==> config.mk <==
export PLATFORM = sky130hd
export DESIGN_NAME = postfix_stack_evaluator
export DESIGN_NICKNAME = d
export VERILOG_FILES = /design/src/sv/pse_pkg.sv /design/src/sv/pse_stack.sv /design/src/sv/pse_alu.sv /design/src/sv/postfix_stack_evaluator.sv
export VERILOG_INCLUDE_DIRS = /design/src /design/src/sv
export SDC_FILE = /design/constraint.sdc
export NUM_CORES = 2
export LEC_CHECK = 0
export BUFFER_PORTS_ARGS = -buffer_cell sky130_fd_sc_hd__buf_2
export CORE_ASPECT_RATIO = 2
export CORE_MARGIN = 2
export CORE_UTILIZATION = 59
export DETAILED_ROUTE_END_ITERATION = 6
export GPL_ROUTABILITY_DRIVEN = 1
export PLACE_DENSITY_LB_ADDON = 0.15
export SLEW_MARGIN = 20
export SYNTH_ARGS = -nofsm -noshare
export SYNTH_HDL_FRONTEND = slang
export SYNTH_SLANG_ARGS = --single-unit
export TNS_END_PERCENT = 30
==> constraint.sdc <==
create_clock -name clk_i -period 13.9 [get_ports clk_i]
set_input_delay 2.78 -clock clk_i [delete_from_list [all_inputs] [get_ports clk_i]]
set_output_delay 2.78 -clock clk_i [all_outputs]
set_load 0.01 [all_outputs]
==> src/sv/assert_macros.svh <==
// assertion macros for the rtl files
// no dependencies; included by files that check their own behavior
`ifndef ASSERT_MACROS_SVH
`define ASSERT_MACROS_SVH

`ifndef SYNTHESIS

// property must hold at every rising clock edge outside reset
`define ASSERT_PROP(label, clk, rst_n, prop) \
  label: assert property (@(posedge clk) disable iff (!rst_n) (prop)) \
    else $error("assertion failed");

// expression must never be true outside reset
`define ASSERT_NEVER(label, clk, rst_n, expr) \
  label: assert property (@(posedge clk) disable iff (!rst_n) !(expr)) \
    else $error("forbidden condition seen");

`else

`define ASSERT_PROP(label, clk, rst_n, prop)
`define ASSERT_NEVER(label, clk, rst_n, expr)

`endif

`endif

==> src/sv/pse_pkg.sv <==
// types, constants and token decode for the postfix stack evaluator
// no dependencies; used by every module of the block
package pse_pkg;

  localparam int unsigned DW          = 32;
  localparam int unsigned STACK_DEPTH = 64;
  localparam int unsigned AW          = $clog2(STACK_DEPTH);
  localparam int unsigned CW          = $clog2(STACK_DEPTH + 1);
  localparam int unsigned SW          = $clog2(DW);

  localparam logic [CW-1:0] CNT_TWO   = CW'(2);
  localparam logic [CW-1:0] CNT_FULL  = CW'(STACK_DEPTH);
  localparam logic [SW-1:0] LAST_STEP = SW'(DW - 1);

  localparam logic [7:0] TOK_ADD = 8'h2B;
  localparam logic [7:0] TOK_SUB = 8'h2D;
  localparam logic [7:0] TOK_MUL = 8'h2A;
  localparam logic [7:0] TOK_DIV = 8'h2F;
  localparam logic [7:0] TOK_POW = 8'h5E;
  localparam logic [7:0] TOK_REM = 8'h25;

  localparam logic [DW-1:0] OPERAND_BIAS = DW'(48);

  typedef enum logic [1:0] {
    STATUS_OK        = 2'd0,
    STATUS_UNDERFLOW = 2'd1,
    STATUS_DIV_ZERO  = 2'd2,
    STATUS_OVERFLOW  = 2'd3
  } status_e;

  typedef enum logic [2:0] {
    OP_ADD,
    OP_SUB,
    OP_MUL,
    OP_DIV,
    OP_REM,
    OP_POW
  } alu_op_e;

  typedef enum logic [1:0] {
    ST_IDLE,
    ST_DECODE,
    ST_RUN,
    ST_FINISH
  } state_e;

  typedef enum logic [1:0] {
    ALU_IDLE,
    ALU_DIV,
    ALU_POW,
    ALU_SIGN
  } alu_state_e;

  typedef struct packed {
    logic [7:0] token;
    logic       last;
  } in_item_t;

  typedef struct packed {
    logic signed [DW-1:0] value;
    logic [1:0]           status;
  } out_item_t;

  typedef struct packed {
    logic          rd_en;
    logic          push;
    logic          pop;
    logic          clear;
    logic [DW-1:0] wdata;
  } stack_cmd_t;

  typedef struct packed {
    logic busy;
    logic done;
  } alu_stat_t;

  function automatic logic is_operator(input logic [7:0] tok);
    logic hit;
    case (tok) inside
      TOK_ADD, TOK_SUB, TOK_MUL, TOK_DIV, TOK_POW, TOK_REM: hit = 1'b1;
      default:                                              hit = 1'b0;
    endcase
    return hit;
  endfunction

  function automatic alu_op_e tok_to_op(input logic [7:0] tok);
    alu_op_e op;
    unique case (tok)
      TOK_SUB: op = OP_SUB;
      TOK_MUL: op = OP_MUL;
      TOK_DIV: op = OP_DIV;
      TOK_REM: op = OP_REM;
      TOK_POW: op = OP_POW;
      default: op = OP_ADD;
    endcase
    return op;
  endfunction

endpackage

==> src/sv/pse_stack.sv <==
// operand stack: top value in a register, deeper values in a memory
// depends on pse_pkg
module pse_stack (
  input  logic                        clk_i,
  input  logic                        rst_ni,
  input  pse_pkg::stack_cmd_t         cmd_i,
  output logic [pse_pkg::DW-1:0]      tos_o,
  output logic [pse_pkg::DW-1:0]      below_o,
  output logic [pse_pkg::CW-1:0]      count_o
);

  logic [pse_pkg::DW-1:0] mem_q [pse_pkg::STACK_DEPTH];
  logic [pse_pkg::DW-1:0] tos_q;
  logic [pse_pkg::DW-1:0] below_q;
  logic [pse_pkg::CW-1:0] count_q, count_d;
  logic [pse_pkg::CW-1:0] cnt_m1, cnt_m2;
  logic [pse_pkg::AW-1:0] wr_idx, rd_idx;

  assign cnt_m1 = count_q - pse_pkg::CW'(1);
  assign cnt_m2 = count_q - pse_pkg::CNT_TWO;
  assign wr_idx = cnt_m1[pse_pkg::AW-1:0];
  assign rd_idx = cnt_m2[pse_pkg::AW-1:0];

  // old top moves into the memory on a push
  always_ff @(posedge clk_i) begin
    if (cmd_i.push && (count_q != '0)) begin
      mem_q[wr_idx] <= tos_q;
    end
    if (cmd_i.rd_en) begin
      below_q <= mem_q[rd_idx];
    end
  end

  always_ff @(posedge clk_i) begin
    if (cmd_i.push || cmd_i.pop) begin
      tos_q <= cmd_i.wdata;
    end
  end

  always_comb begin
    count_d = count_q;
    if (cmd_i.clear) begin
      count_d = '0;
    end else if (cmd_i.push) begin
      count_d = count_q + pse_pkg::CW'(1);
    end else if (cmd_i.pop) begin
      count_d = cnt_m1;
    end
  end

  always_ff @(posedge clk_i or negedge rst_ni) begin
    if (!rst_ni) begin
      count_q <= '0;
    end else begin
      count_q <= count_d;
    end
  end

  assign tos_o   = tos_q;
  assign below_o = below_q;
  assign count_o = count_q;

endmodule

==> src/sv/pse_alu.sv <==
// shared arithmetic unit: add, sub, mul registered on start; iterative divide, remainder and power
// depends on pse_pkg
module pse_alu (
  input  logic                    clk_i,
  input  logic                    rst_ni,
  input  logic                    start_i,
  input  pse_pkg::alu_op_e        op_i,
  input  logic [pse_pkg::DW-1:0]  lhs_i,
  input  logic [pse_pkg::DW-1:0]  rhs_i,
  output pse_pkg::alu_stat_t      stat_o,
  output logic [pse_pkg::DW-1:0]  result_o
);

  pse_pkg::alu_state_e state_q, state_d;
  pse_pkg::alu_op_e    op_q;
  logic                done_q, done_d;
  logic                neg_q;
  logic [pse_pkg::DW-1:0] x_q, y_q, result_q;
  logic [pse_pkg::DW:0]   z_q;
  logic [pse_pkg::SW-1:0] step_q;

  logic [pse_pkg::DW-1:0] mul_a, mul_b, prod, sq;
  logic [pse_pkg::DW-1:0] lhs_abs, rhs_abs;
  logic [pse_pkg::DW:0]   rem_sh, rem_nx;
  logic                   ge;
  logic                   exp_zero;

  // multiplier takes operands directly on start, loop registers otherwise
  assign mul_a = (state_q == pse_pkg::ALU_IDLE) ? lhs_i : x_q;
  assign mul_b = (state_q == pse_pkg::ALU_IDLE) ? rhs_i : y_q;
  assign prod  = mul_a * mul_b;
  assign sq    = y_q * y_q;

  assign lhs_abs = lhs_i[pse_pkg::DW-1] ? (~lhs_i + 1'b1) : lhs_i;
  assign rhs_abs = rhs_i[pse_pkg::DW-1] ? (~rhs_i + 1'b1) : rhs_i;

  // restoring divide step on magnitudes
  assign rem_sh = {z_q[pse_pkg::DW-1:0], x_q[pse_pkg::DW-1]};
  assign ge     = rem_sh >= {1'b0, y_q};
  assign rem_nx = ge ? (rem_sh - {1'b0, y_q}) : rem_sh;

  assign exp_zero = (z_q[pse_pkg::DW-1:0] == '0);

  always_comb begin
    state_d = state_q;
    unique case (state_q)
      pse_pkg::ALU_IDLE: begin
        if (start_i) begin
          if ((op_i == pse_pkg::OP_DIV) || (op_i == pse_pkg::OP_REM)) begin
            state_d = pse_pkg::ALU_DIV;
          end else if ((op_i == pse_pkg::OP_POW) && !rhs_i[pse_pkg::DW-1]) begin
            state_d = pse_pkg::ALU_POW;
          end
        end
      end
      pse_pkg::ALU_DIV: begin
        if (step_q == pse_pkg::LAST_STEP) begin
          state_d = pse_pkg::ALU_SIGN;
        end
      end
      pse_pkg::ALU_POW: begin
        if (exp_zero) begin
          state_d = pse_pkg::ALU_IDLE;
        end
      end
      pse_pkg::ALU_SIGN: state_d = pse_pkg::ALU_IDLE;
      default:           state_d = pse_pkg::ALU_IDLE;
    endcase
  end

  always_comb begin
    done_d = 1'b0;
    unique case (state_q)
      pse_pkg::ALU_IDLE: begin
        if (start_i) begin
          done_d = !((op_i == pse_pkg::OP_DIV) || (op_i == pse_pkg::OP_REM) ||
                     ((op_i == pse_pkg::OP_POW) && !rhs_i[pse_pkg::DW-1]));
        end
      end
      pse_pkg::ALU_POW:  done_d = exp_zero;
      pse_pkg::ALU_SIGN: done_d = 1'b1;
      default:           done_d = 1'b0;
    endcase
  end

  always_ff @(posedge clk_i or negedge rst_ni) begin
    if (!rst_ni) begin
      state_q <= pse_pkg::ALU_IDLE;
      done_q  <= 1'b0;
    end else begin
      state_q <= state_d;
      done_q  <= done_d;
    end
  end

  always_ff @(posedge clk_i) begin
    case (state_q)
      pse_pkg::ALU_IDLE: begin
        if (start_i) begin
          op_q <= op_i;
          case (op_i) inside
            pse_pkg::OP_ADD: result_q <= lhs_i + rhs_i;
            pse_pkg::OP_SUB: result_q <= lhs_i - rhs_i;
            pse_pkg::OP_MUL: result_q <= prod;
            pse_pkg::OP_DIV, pse_pkg::OP_REM: begin
              x_q    <= lhs_abs;
              y_q    <= rhs_abs;
              z_q    <= '0;
              step_q <= '0;
              neg_q  <= (op_i == pse_pkg::OP_DIV) ?
                        (lhs_i[pse_pkg::DW-1] ^ rhs_i[pse_pkg::DW-1]) :
                        lhs_i[pse_pkg::DW-1];
            end
            default: begin
              // power: negative exponent ends here with 1
              x_q      <= pse_pkg::DW'(1);
              y_q      <= lhs_i;
              z_q      <= {1'b0, rhs_i};
              result_q <= pse_pkg::DW'(1);
            end
          endcase
        end
      end
      pse_pkg::ALU_DIV: begin
        x_q    <= {x_q[pse_pkg::DW-2:0], ge};
        z_q    <= rem_nx;
        step_q <= step_q + 1'b1;
      end
      pse_pkg::ALU_POW: begin
        if (exp_zero) begin
          result_q <= x_q;
        end else begin
          if (z_q[0]) begin
            x_q <= prod;
          end
          y_q <= sq;
          z_q <= z_q >> 1;
        end
      end
      default: begin
        if (op_q == pse_pkg::OP_DIV) begin
          result_q <= neg_q ? (~x_q + 1'b1) : x_q;
        end else begin
          result_q <= neg_q ? (~z_q[pse_pkg::DW-1:0] + 1'b1) : z_q[pse_pkg::DW-1:0];
        end
      end
    endcase
  end

  assign stat_o.busy = (state_q != pse_pkg::ALU_IDLE);
  assign stat_o.done = done_q;
  assign result_o    = result_q;

endmodule

==> src/sv/postfix_stack_evaluator.sv <==
// Postfix expression evaluator, top level.
// One byte token per request on the input channel (in_valid_i/in_ready_o);
// operator bytes + - * / ^ % combine the two top stack values, any other byte
// pushes (byte - 48). A request with last set ends the expression and gives
// one result request on the output channel: the top value (0 if the stack
// is empty or an error occurred) and a status (ok, underflow, divide by
// zero, overflow). The first error is sticky and later tokens are ignored
// until the last one. Operands, ignored tokens and tokens that raise an
// error pass through the decode and finish states; add/sub/mul and power
// with a negative exponent also wait in the run state for the shared unit,
// divide and remainder for its 32-step restoring loop, and any other power
// for its square-and-multiply loop over the exponent bits.
// The block takes one token at a time and is not ready while it works on
// it. A finished result sits in an output register, so the next expression
// may start while it waits; a last token that finds the register still full
// holds until the receiver takes it. Reset empties the stack, clears the
// error and drops any pending result.
// Depends on pse_pkg, pse_stack, pse_alu and assert_macros.svh.
`include "assert_macros.svh"

module postfix_stack_evaluator (
  input  logic                clk_i,
  input  logic                rst_ni,
  input  logic                in_valid_i,
  output logic                in_ready_o,
  input  pse_pkg::in_item_t   in_item_i,
  output logic                out_valid_o,
  input  logic                out_ready_i,
  output pse_pkg::out_item_t  out_item_o
);

  pse_pkg::state_e     state_q, state_d;
  pse_pkg::status_e    err_q, err_d;
  logic [7:0]          tok_q;
  logic                last_q;
  logic                out_valid_q;
  pse_pkg::out_item_t  out_item_q;

  pse_pkg::stack_cmd_t    cmd;
  logic [pse_pkg::DW-1:0] tos, below;
  logic [pse_pkg::CW-1:0] count;
  pse_pkg::alu_stat_t     alu_stat;
  logic [pse_pkg::DW-1:0] alu_result;
  logic                   alu_start;
  pse_pkg::alu_op_e       alu_op;

  logic accept, tok_op, div_like, go_alu, slot_free, out_load;

  assign accept    = in_valid_i && in_ready_o;
  assign tok_op    = pse_pkg::is_operator(tok_q);
  assign alu_op    = pse_pkg::tok_to_op(tok_q);
  assign div_like  = (alu_op == pse_pkg::OP_DIV) || (alu_op == pse_pkg::OP_REM);
  assign go_alu    = (err_q == pse_pkg::STATUS_OK) && tok_op && (count >= pse_pkg::CNT_TWO) &&
                     !(div_like && (tos == '0));
  assign slot_free = !out_valid_q || out_ready_i;

  pse_stack u_stack (
    .clk_i   (clk_i),
    .rst_ni  (rst_ni),
    .cmd_i   (cmd),
    .tos_o   (tos),
    .below_o (below),
    .count_o (count)
  );

  // deeper value is the left operand
  pse_alu u_alu (
    .clk_i    (clk_i),
    .rst_ni   (rst_ni),
    .start_i  (alu_start),
    .op_i     (alu_op),
    .lhs_i    (below),
    .rhs_i    (tos),
    .stat_o   (alu_stat),
    .result_o (alu_result)
  );

  always_comb begin
    state_d = state_q;
    unique case (state_q)
      pse_pkg::ST_IDLE: begin
        if (accept) begin
          state_d = pse_pkg::ST_DECODE;
        end
      end
      pse_pkg::ST_DECODE: state_d = go_alu ? pse_pkg::ST_RUN : pse_pkg::ST_FINISH;
      pse_pkg::ST_RUN: begin
        if (alu_stat.done) begin
          state_d = pse_pkg::ST_FINISH;
        end
      end
      pse_pkg::ST_FINISH: begin
        if (!last_q || slot_free) begin
          state_d = pse_pkg::ST_IDLE;
        end
      end
      default: state_d = pse_pkg::ST_IDLE;
    endcase
  end

  always_comb begin
    in_ready_o = 1'b0;
    cmd        = '0;
    alu_start  = 1'b0;
    err_d      = err_q;
    out_load   = 1'b0;
    unique case (state_q)
      pse_pkg::ST_IDLE: begin
        in_ready_o = 1'b1;
        // fetch the value below the top while the token is taken
        cmd.rd_en  = in_valid_i;
      end
      pse_pkg::ST_DECODE: begin
        if (err_q == pse_pkg::STATUS_OK) begin
          if (tok_op) begin
            if (count < pse_pkg::CNT_TWO) begin
              err_d = pse_pkg::STATUS_UNDERFLOW;
            end else if (div_like && (tos == '0)) begin
              err_d = pse_pkg::STATUS_DIV_ZERO;
            end else begin
              alu_start = 1'b1;
            end
          end else if (count == pse_pkg::CNT_FULL) begin
            err_d = pse_pkg::STATUS_OVERFLOW;
          end else begin
            cmd.push  = 1'b1;
            cmd.wdata = {{(pse_pkg::DW-8){1'b0}}, tok_q} - pse_pkg::OPERAND_BIAS;
          end
        end
      end
      pse_pkg::ST_RUN: begin
        if (alu_stat.done) begin
          cmd.pop   = 1'b1;
          cmd.wdata = alu_result;
        end
      end
      pse_pkg::ST_FINISH: begin
        if (last_q && slot_free) begin
          out_load  = 1'b1;
          cmd.clear = 1'b1;
          err_d     = pse_pkg::STATUS_OK;
        end
      end
      default: ;
    endcase
  end

  always_ff @(posedge clk_i or negedge rst_ni) begin
    if (!rst_ni) begin
      state_q     <= pse_pkg::ST_IDLE;
      err_q       <= pse_pkg::STATUS_OK;
      out_valid_q <= 1'b0;
    end else begin
      state_q <= state_d;
      err_q   <= err_d;
      if (out_load) begin
        out_valid_q <= 1'b1;
      end else if (out_ready_i) begin
        out_valid_q <= 1'b0;
      end
    end
  end

  always_ff @(posedge clk_i) begin
    if (accept) begin
      tok_q  <= in_item_i.token;
      last_q <= in_item_i.last;
    end
    if (out_load) begin
      out_item_q.value  <= ((err_q == pse_pkg::STATUS_OK) && (count != '0)) ? tos : '0;
      out_item_q.status <= err_q;
    end
  end

  assign out_valid_o = out_valid_q;
  assign out_item_o  = out_item_q;

  `ASSERT_NEVER(a_no_accept_busy, clk_i, rst_ni, in_ready_o && alu_stat.busy)
  `ASSERT_PROP(a_count_range, clk_i, rst_ni, count <= pse_pkg::CNT_FULL)
  `ASSERT_PROP(a_done_in_run, clk_i, rst_ni, alu_stat.done |-> (state_q == pse_pkg::ST_RUN))
  `ASSERT_PROP(a_load_free, clk_i, rst_ni, out_load |-> slot_free)

endmodule

==> flow_summary.json <==
{
  "ys_types": 93,
  "yosys_warnings": 0,
  "fillerInstances": 15200,
  "synthArstFlopShare_pct": 0.650,
  "vias": 79000,
  "antenna_left": 0,
  "worstSetupPathType": "register to register",
  "synthFlopType": "edfxtp_1",
  "multi_input_area_um2": 53200,
  "rsz0062_at_grt": "false",
  "clk_path_buf_depth": 4,
  "finalCritPeriodShare_pct": 73.8,
  "synth_fp_nets": 9691,
  "grt_pass1_vias": 83800,
  "worst-r2r-setup-slack_ns": 3.64,
  "numCtsBuffers": 189,
  "cts_root_buffer": "clkbuf_16",
  "p_leak_uw": 0.0503,
  "grt_start_max_net_pins": 139,
  "clkTransAtPathRegs_ns": 0.07,
  "die_x_um": 332,
  "clock_skew_ns": 0.0380,
  "synthToLayoutAreaGrowth_pct": 9.07,
  "grt_usage_pct": 41.9,
  "ys_ff_latch": 2308,
  "overflow": 0,
  "path_buf_inv": 7,
  "die_area_um2": 219000,
  "drt_pass1_iterations": 7,
  "status": "finished, final reports clean",
  "gp_congestion": 1.08,
  "regArea_um2": 69200,
  "fin_tns_setup_ns": 0,
  "grtUsageMet1_pct": 41.1,
  "vias_per_cell": 6.80,
  "drt-total-wl_um": 447000,
  "cp.arrival_ns": 10.91,
  "ys_seq_area_share_pct": 54.6,
  "cts.sinks": 2308,
  "start_kind": "register",
  "postLayoutCoreUtil_pct": 64.7,
  "hold_buffers": 0,
  "crit_required_ns": 14.55,
  "cts_tree": "built",
  "worst_pin_slew_ns": 1.33,
  "drc": 0,
  "cts_max_level": 4,
  "drv_slew": 0,
  "cap_violations": 0,
  "p_per_area_nw_per_um2": 224,
  "hold_viol": 0,
  "gr-max-usage-layer": "met2",
  "post_cts_buffers": 0,
  "peakVddDrop_v": 0.000851,
  "start_util_pct": 59.3,
  "drive_gt1_share_pct": 16.8,
  "finalNetCount": 9831,
  "drt_iter0_markers": 8622,
  "grtUsageMet3_pct": 9.21,
  "min_period_ns": 10.26,
  "slowest_delay_ns": 0.88,
  "dp_cells": 11300,
  "instances_no_fill": 11600,
  "cp_top_family": "adder cells",
  "mappedNetlistArea_um2": 127000,
  "numPortBuffers": 48,
  "crit_slowest_cell": "xor2_1",
  "ys_top_cells_by_area": "edfxtp_1, fa_1, mux4_2, ha_1, inv_1",
  "synth_area_leader_cell": "edfxtp_1",
  "grt_pass1_wl_um": 629000,
  "min_path_type": "register to register",
  "crit_top_cell": "fa_1",
  "die_y_um": 660,
  "cts.repair.resized": 0,
  "core_um2": 214000,
  "synth_edf_count": 2293,
  "syn_inst": 8531,
  "max_freq_ghz": 0.0975,
  "p_total_uw": 31000,
  "io_pins": 49,
  "critPathMaxFanout": 32,
  "crit_path_end_kind": "register",
  "avgSynthCellArea_um2": 14.9,
  "wl_per_cell_um": 38.5,
  "rows": 240,
  "maxSlewHeadroom_pct": 10.5,
  "clk_latency_ns": 0.85,
  "setup_viol": 0,
  "antenna_found_initial": 31,
  "grtUsageMet2_pct": 71.7,
  "synth_top_area_share_pct": 54.3,
  "hpwl_um": 307000
}
## metrics by stage
stage / area [µm²] / hold slack [ns] / setup slack [ns]
2_1_floorplan: 127000 / 0.462 / 4.90
3_3_place_gp: 132000 / 0.513 / 3.61
3_5_place_dp: 132000 / 0.516 / 4.03
4_1_cts: 138000 / 0.533 / 3.94
5_1_grt: 138000 / 0.552 / 3.38
6_report: 138000 / 0.531 / 3.64
## worst reg2reg max path: cells and delay by family, from the launching register on
family | cells | cell delay, ns
XOR/XNOR | 1 | 0.88
AND/OR/NAND/NOR | 2 | 0.35
multiplexers | 1 | 0.32
AO/OA/AOI/OAI | 8 | 1.80
flip-flops | 1 | 0.42
adder cells (fa/ha/maj) | 10 | 4.92
buffers and inverters | 7 | 1.37
## report_power, final
group          internal [µW]  switching, µW
clock                   2950           2500
sequential              7830            131
combinational           6220          11300
## state kept, by name, summed over array words and instances, names as in the netlist, 5 cells and up
register	count
u_stack.tos_o	32
u_stack.count_o	7
out_item_o	34
u_alu.result_o	32
u_alu.z_q	33
tok_q	8
u_alu.y_q	32
u_alu.step_q	5
u_stack.below_o	32
u_stack.mem_q	2048
u_alu.x_q	32
## worst paths after layout
| check | start | end | depth (start not counted) |
|---|---|---|---|
| max | u_alu.state_q[0]$_DFFE_PN0P_ | u_alu.result_o[27]$_DFFE_PP_ | 29 |
| min | err_q[1]$_DFFE_PN0P_ | out_item_o[1]$_DFFE_PP_ | 0 |
| max reg2reg | u_alu.state_q[0]$_DFFE_PN0P_ | u_alu.result_o[27]$_DFFE_PP_ | 29 |
| min reg2reg | err_q[1]$_DFFE_PN0P_ | out_item_o[1]$_DFFE_PP_ | 0 |
| max in group asynchronous | rst_ni | u_stack.count_o[0]$_DFFE_PN0P_ | 1 |
| min in group asynchronous | rst_ni | u_alu.state_q[0]$_DFFE_PN0P_ | 1 |
## Yosys cell counts, types with 16 or more instances
cell      count
a21o_1       62
o21bai_1     29
nand4_1      23
mux2_2       28
edfxtp_1   2293
clkbuf_1    326
a211oi_1     41
a22oi_1      46
inv_1       977
nand2_1     542
nor2_1      706
fa_1        778
a31oi_1      43
nand2b_1     38
o211ai_1     16
nand3_1      42
o21a_1       28
buf_1        55
xnor2_1     211
or4_1        18
nor2b_1      42
a21oi_1     212
ha_1        369
or2_2        28
o22ai_1      24
and2_1       69
a221o_1      22
or3_1        35
mux4_2      661
o21ai_0     166
xor2_1       92
o221ai_1     27
a21boi_0     28
mux2i_1      75
nor3_1       54
o31ai_1      45
o21ai_1      68
and3_1       17
## cell type report
type / count / share of cell area, %
inverters: 994 / 2.70
well taps: 2783 / 2.52
multi-input cells: 4831 / 38.4
diodes: 26 / 0.0470
clock inverters: 122 / 0.921
repair buffers: 347 / 1.87
clock buffers: 212 / 3.50
flip-flops and latches: 2308 / 50.0
## kinds of logic after synthesis
logic type | share of synthesized area [%]
AOI/OAI and AO/OA | 4.93
xor gates and xnor gates | 2.09
adders and majority gates | 15.9
buffers and inverters | 4.21
DFF | 54.6
muxes | 12.6
and+or+nand+nor | 5.70
## layout by cell type, fill, tap and decap left out, drive strengths merged, types with 45 or more instances in the layout
cell type / instances
inv: 994
a22oi: 46
mux2i: 75
ha: 369
nor3: 55
clkbuf: 212
nor2: 708
clkinv: 92
a21o: 62
buf: 347
xor2: 92
nand2: 542
a21oi: 212
xnor2: 211
fa: 778
edfxtp: 2293
o21ai: 234
and2: 70
mux4: 661
o31ai: 45
## routing by layer
metal | up-vias | share of wire [%] | wire length, µm
li1 | 31300 | - | -
met1 | 40800 | 29 | 130000
met2 | 4857 | 51 | 229000
met3 | 2036 | 7.3 | 32700
met4 | 8 | 12 | 55500
met5 | - | 0.013 | 57
Power figures use the tool's default switching activity.
